File: config.mk
export PLATFORM = sky130hd
export DESIGN_NAME = gmfp_prod4
export DESIGN_NICKNAME = d
export VERILOG_FILES = /design/src/rtl/gmfp_pkg.sv /design/src/rtl/gmfp_prod4.sv
export SDC_FILE = /design/constraint.sdc
export NUM_CORES = 1
export LEC_CHECK = 0
export BUFFER_PORTS_ARGS = -buffer_cell sky130_fd_sc_hd__buf_2
export CORE_AREA = 3 3 160 131
export CTS_CLUSTER_SIZE = 16
export DETAILED_ROUTE_END_ITERATION = 8
export DIE_AREA = 0 0 163 134
export PLACE_DENSITY = 0.85
export SLEW_MARGIN = 20
export SYNTH_ARGS = -nofsm -noshare
export SYNTH_HDL_FRONTEND = slang
export SYNTH_SLANG_ARGS = --single-unit
export TNS_END_PERCENT = 50
File: constraint.sdc
create_clock -name i_clk -period 13.9 [get_ports i_clk]
set_input_delay 2.78 -clock i_clk [delete_from_list [all_inputs] [get_ports i_clk]]
set_output_delay 2.78 -clock i_clk [all_outputs]
set_load 0.02 [all_outputs]
File: src/rtl/gmfp_pkg.sv
// ============================================================================
// gmfp_pkg - shared types and constants for the grid max-product block
// Cell and word widths, register map, direction codes, sequencer states.
// ============================================================================
package gmfp_pkg;

    // window length and the rows of history it needs
    localparam int RUN_LENGTH = 4;
    localparam int STORE_ROWS = RUN_LENGTH - 1;
    localparam int RD_IDX_W   = $clog2(RUN_LENGTH);

    // field widths
    localparam int CELL_W    = 7;
    localparam int PAIR_W    = 2 * CELL_W;
    localparam int PROD_W    = 4 * CELL_W;
    localparam int MAXPROD_W = 27;
    localparam int COORD_W   = 6;
    localparam int COLS_W    = 7;

    localparam logic [PROD_W-1:0]    PRODUCT_CAP = PROD_W'((2 ** MAXPROD_W) - 1);

    // default geometry
    localparam int DEF_MAX_COLS = 64;
    localparam int DEF_MAX_ROWS = 64;

    // register map (word index = paddr[PADDR_W-1:2])
    localparam int PADDR_W = 3;
    localparam int PDATA_W = 32;
    localparam logic [PADDR_W-3:0] REG_COLS_IN_USE = '0;
    localparam logic [COLS_W-1:0]  COLS_RESET      = COLS_W'(20);

    // one line-store entry: the column's cells for the three earlier rows,
    // element 0 is the most recent row
    typedef logic [STORE_ROWS-1:0][CELL_W-1:0] t_col_word;

    typedef enum logic [1:0] {
        DIR_RIGHT      = 2'd0,
        DIR_DOWN       = 2'd1,
        DIR_DOWN_LEFT  = 2'd2,
        DIR_DOWN_RIGHT = 2'd3
    } t_dir;

    typedef enum logic [2:0] {
        ST_IDLE,
        ST_READ,
        ST_GATHER,
        ST_MUL_PAIR,
        ST_MUL_FULL,
        ST_UPDATE,
        ST_FINISH
    } t_state;

endpackage

File: src/rtl/gmfp_prod4.sv
// ============================================================================
// gmfp_prod4 - two-stage product of four cells
// Stage one forms two pair products, stage two multiplies them.
// ============================================================================
module gmfp_prod4
    import gmfp_pkg::*;
(
    input  logic                        i_clk,
    input  logic [3:0][CELL_W-1:0]      i_factor,
    output logic [PROD_W-1:0]           o_product
);

    logic [PAIR_W-1:0] r_pair_lo;
    logic [PAIR_W-1:0] r_pair_hi;
    logic [PROD_W-1:0] r_product;

    always_ff @(posedge i_clk) begin
        r_pair_lo <= PAIR_W'(i_factor[0]) * PAIR_W'(i_factor[1]);
        r_pair_hi <= PAIR_W'(i_factor[2]) * PAIR_W'(i_factor[3]);
        r_product <= PROD_W'(r_pair_lo) * PROD_W'(r_pair_hi);
    end

    assign o_product = r_product;

endmodule

# Word-level counts from Yosys, hierarchy flattened
# Cells that the tools add are included.
[op_classes]
mul = 3
[ops]
columns = ["cell", "n"]
rows = [
  ["14-bit by 14-bit multiplier with 28-bit output", 1],
  ["7-bit by 7-bit multiplier with 14-bit output", 2],
]
[totals]
register_bits = 56
in_bits = 29
out_inout_bits = 28
word_cells = 6

# Depth between registers and ports, before layout
[depth]
ltp_word = 1
mapped_depth = 22
ltp_nobuf = 20

# Least setup slack after synthesis
# OpenSTA, ideal clock, no wires.
[synth_timing]
path_kind = "input port to flip-flop"
startpoint = "input i_factor[8] (netlist name)"
endpoint = "register r_pair_lo[13]"
arrival_time_ns = 6.375
required_ns = 13.779
setup_slack_ns = 7.404
path_stages = 14
n_path_buf = 0
cell_sequence = "and2_1 > fa_1 > inv_1 > fa_1 > fa_1 > inv_1 > fa_1 > ha_1 > and3_1 > a221oi_1 > nor2_1 > a311oi_1 > a31oi_1 > xnor2_1"
[synth_via]
elab_chain_cells = 1
[synth_lines]
columns = ["item", "line_no", "rtl"]
rows = [
  ["start, declared", "gmfp_prod4.sv:9", "input logic [3:0][CELL_W-1:0] i_factor,"],
  ["7-bit by 7-bit multiplier with 14-bit output", "gmfp_prod4.sv:18", "r_pair_lo <= PAIR_W'(i_factor[0]) * PAIR_W'(i_factor[1]);"],
  ["end signal, assigned", "gmfp_prod4.sv:18", ""],
  ["end, declared", "gmfp_prod4.sv:13", "logic [PAIR_W-1:0] r_pair_lo;"],
]
# Every way passes these cells.

# Final worst setup path
# Ends and elaborated chain as after synthesis.

==> impl.org <==
** Routing
- In the routed design, unresolved DRC markers number 0.
- In the final routed layout, each cell accounts on average for 15.0 microns.
- Total iterations of the first detailed-routing run :: 5
- DRC violation total after the first TritonRoute iteration :: 496
- Total vias in the final route :: 8195
- Final ANT Viol Nets :: 0
- Using the TritonRoute via totals, the vias-per-cell ratio works out to 5.41.
- Wirelength, routed :: 22700 microns

** Clock network
- Clock latency on the worst-skew pair, taken at its later pin, is 320 ps.
- Total of cells resized after clock tree synthesis :: 0
- The clock drives 56 sinks.
- CTS placed an instance of sky130_fd_sc_hd__clkbuf_16 at the clock tree root.
- Number of clock buffers inserted by TritonCTS :: 5
- CTS built an H-tree with a depth of 2.
- Clock tree from TritonCTS :: done
- In this run the deepest clock path goes through 2 buffers.
- Clock-pin slew was measured on the worst setup and hold paths at 80 ps.
- Post-CTS timing repair inserted 0 buffers for setup.
- Count of hold buffers inserted by post-cts repair :: 0

** STA
- Static timing analysis puts the maximum clock frequency at 0.153 GHz.
- Measured against its own limit, the worst slew margin works out to 0.561.
- Hold WS :: 747 ps
- The smallest clock period supported by the final layout is computed as 6550 ps.
- Final hold violations :: 0
- Setup repair after global routing left no endpoint under its margin.
- In the finished design, the share of the clock period the worst path needs comes to 0.472.
- Final setup violation count :: 0
- Worst Slack Setup Final :: 7350 ps
- Number of max-slew violations in the final report :: 0
- At the pin with the least slew margin, the transition time is 657 ps.
- Adding up every negative setup slack in the final design gives 0 ps.
- Worst Clk Skew :: 7.44 ps

** Global route
- Number of global-route vias before repair :: 8477
- The initial antenna violation count was 0.
- Summed over all layers, the global routing overflow is 0.
- Entering global routing, the biggest net connects 18 pins.
- Global router's overall resource usage :: 0.217
- The first global-routing pass estimated 39000 microns of wire.

** Hold path
- Worst hold path type :: reg -> reg
- Counting instances, the worst hold path has a depth of 1.

** Floorplanning
- Number of I/O pins :: 57
- Row cnt :: 46
- Initial Util :: 0.562
- The die covers 21800 sq um.
- Floorplan core area :: 19600 sq um
- Horiz. Die Dim :: 163 microns
- In this run the vertical extent of the chip is 134 microns.

** Finish
- Net count reported at finish :: 1624
- Synthesis-to-layout area growth :: 5.41%
- Number of diodes added for antenna fixing :: 0
- In the final layout, the share of cells above drive strength 1 is 0.0584.

** Synth
- Of the total synthesized cell area, the portion taken by AND, OR, NAND and NOR gates is 0.171.
- Xor/xnor share of the synthesized area :: 0.0351
- After synthesis, the most frequently instantiated cells are sky130_fd_sc_hd__inv_1, sky130_fd_sc_hd__fa_1, sky130_fd_sc_hd__nand2_1.
- Synthesized instance count :: 1227
- Counting distinct cell types in the post-synthesis netlist gives 53.
- The area fraction in compound gates after synthesis came to 0.0756.
- Yosys instantiated no cell more often than sky130_fd_sc_hd__inv_1.
- The number of nets handed over by synthesis was 1601.
- By area, the combinational part of the netlist is dominated by adder cells.
- Fraction of the yosys area taken by sequential cells :: 0.102
- Summing every instance area after synthesis gives 11000 sq um.
- Leading cell types by total area after synthesis :: sky130_fd_sc_hd__fa_1, sky130_fd_sc_hd__ha_1, sky130_fd_sc_hd__dfxtp_1, sky130_fd_sc_hd__inv_1, sky130_fd_sc_hd__and2_1
- Of the total synthesized cell area, the portion taken by full adders, half adders and majority gates is 0.522.
- Portion of synthesized cell area occupied by the leading cell type :: 0.344
- Mux share of post-synthesis cell area :: 0.000911
- The synthesized design contains 56 register bits.
- Fraction of synthesis flops using an asynchronous set or reset pin :: 0
- Yosys synthesis warning count :: 0
- In this run the mean area of a mapped cell was 8.96 sq um.
- sky130_fd_sc_hd__fa_1 takes more of the synthesized area than any other cell.
- Among all flip-flop cells after synthesis, the most frequent one is sky130_fd_sc_hd__dfxtp_1.
- In this run, synthesis inferred 0 flip-flops with an integrated enable.

** Worst setup path
- Capturing element type of the critical path :: flop
- The setup check on the worst reg-to-reg path leaves a slack of 7780 ps.
- Of all nets on the critical path, the largest fanout is 7.
- At the worst endpoint, the arrival time is 6760 ps.
- Data on the critical path is required at its endpoint by 14110 ps.
- Critical path class :: in -> reg
- Startpoint Class :: input pin
- Measured in cells, the most critical reg-to-reg path has a length of 17.

** Placed design
- The congestion estimate from routability-driven global placement came to 0.889.
- Number of port buffers :: 56
- Worst slack at placement :: 6980 ps
- Once detailed placement completed, the half-perimeter wirelength came to 19000 microns.

** Job
- Total of max-cap violations :: 0

** Outcome
- The flow ran to the end, and the final reports show no timing, DRC or antenna violations.
==> cell type report <==
cell class	count	area (sq um)
Sequential cell	56	1120
Multi-Input combinational cell	900	8840
Tap cell	264	330
Fill cell	1643	7990
Clock buffer	6	129
Timing Repair Buffer	56	280
Clock inverter	2	16.3
Inverter	231	867
==> critical path: stages <==
cell	delay, ps
sky130_fd_sc_hd__buf_2	140
sky130_fd_sc_hd__and2_1	180
sky130_fd_sc_hd__fa_1	530
sky130_fd_sc_hd__inv_1	60
sky130_fd_sc_hd__fa_1	500
sky130_fd_sc_hd__fa_1	490
sky130_fd_sc_hd__inv_1	50
sky130_fd_sc_hd__fa_1	430
sky130_fd_sc_hd__ha_1	350
sky130_fd_sc_hd__and3_1	170
sky130_fd_sc_hd__a221oi_1	370
sky130_fd_sc_hd__nor2_1	100
sky130_fd_sc_hd__a311oi_1	330
sky130_fd_sc_hd__a31oi_1	150
sky130_fd_sc_hd__xnor2_1	140
==> metal layers <==
| layer | vias up | part of all wire | global-route usage |
|---|---|---|---|
| met5 | - | 0 | 0 |
| met4 | 0 | 0.023 | 0.0658 |
| met3 | 49 | 0.056 | 0.0318 |
| met2 | 259 | 0.49 | 0.369 |
| met1 | 4035 | 0.43 | 0.289 |
| li1 | 3852 | - | - |
==> layout by cell type, fill, tap and decap left out, types with 5 or more instances in the layout <==
cell                          n
sky130_fd_sc_hd__xor2_1      14
sky130_fd_sc_hd__clkbuf_16    5
sky130_fd_sc_hd__o21ai_0     17
sky130_fd_sc_hd__nand3_1     12
sky130_fd_sc_hd__dfxtp_1     56
sky130_fd_sc_hd__xnor2_1     30
sky130_fd_sc_hd__o21bai_1     8
sky130_fd_sc_hd__fa_1       189
sky130_fd_sc_hd__and3_1       6
sky130_fd_sc_hd__nor3_1       7
sky130_fd_sc_hd__nand2_1    181
sky130_fd_sc_hd__a21o_1      12
sky130_fd_sc_hd__inv_1      231
sky130_fd_sc_hd__a21oi_1     39
sky130_fd_sc_hd__ha_1       156
sky130_fd_sc_hd__nand4_1      6
sky130_fd_sc_hd__and2_1     134
sky130_fd_sc_hd__nor2_1      31
sky130_fd_sc_hd__o211ai_1     5
sky130_fd_sc_hd__buf_2       56
==> worst paths after layout <==
path | from | endpoint
hold reg to reg | r_pair_hi[0] | o_product[0]
hold / removal | r_pair_hi[0] | o_product[0]
setup reg to reg | r_pair_lo[8] | o_product[27]
setup / recovery | i_factor[8] | r_pair_lo[13]
==> registers in the layout, summed over array words and instances (netlist names) <==
name       count
r_pair_lo     14
r_pair_hi     14
o_product     28
==> through the flow <==
stage | util | instance area, sq um | cells
floorplan | - | 11000 | 1227
global placement | 0.585 | 11400 | 1507
detailed placement | 0.585 | 11400 | 1507
CTS | 0.592 | 11600 | 1515
global route | 0.592 | 11600 | 1515
finish | 0.592 | 11600 | 1515
==> cells by family (layout without fill, tap and decap cells) <==
kind of cell,after synthesis,after routing
flip-flops,56,56
AO/OA/AOI/OAI,122,122
adder cells (fa/ha/maj),345,345
AND/OR/NAND/NOR,388,388
multiplexers,1,1
XOR/XNOR,44,44
buffers and inverters,271,295
Power is left out: the tool's default activity adds up to more than one toggle a clock period on the data nets, which glitch-free logic cannot reach.
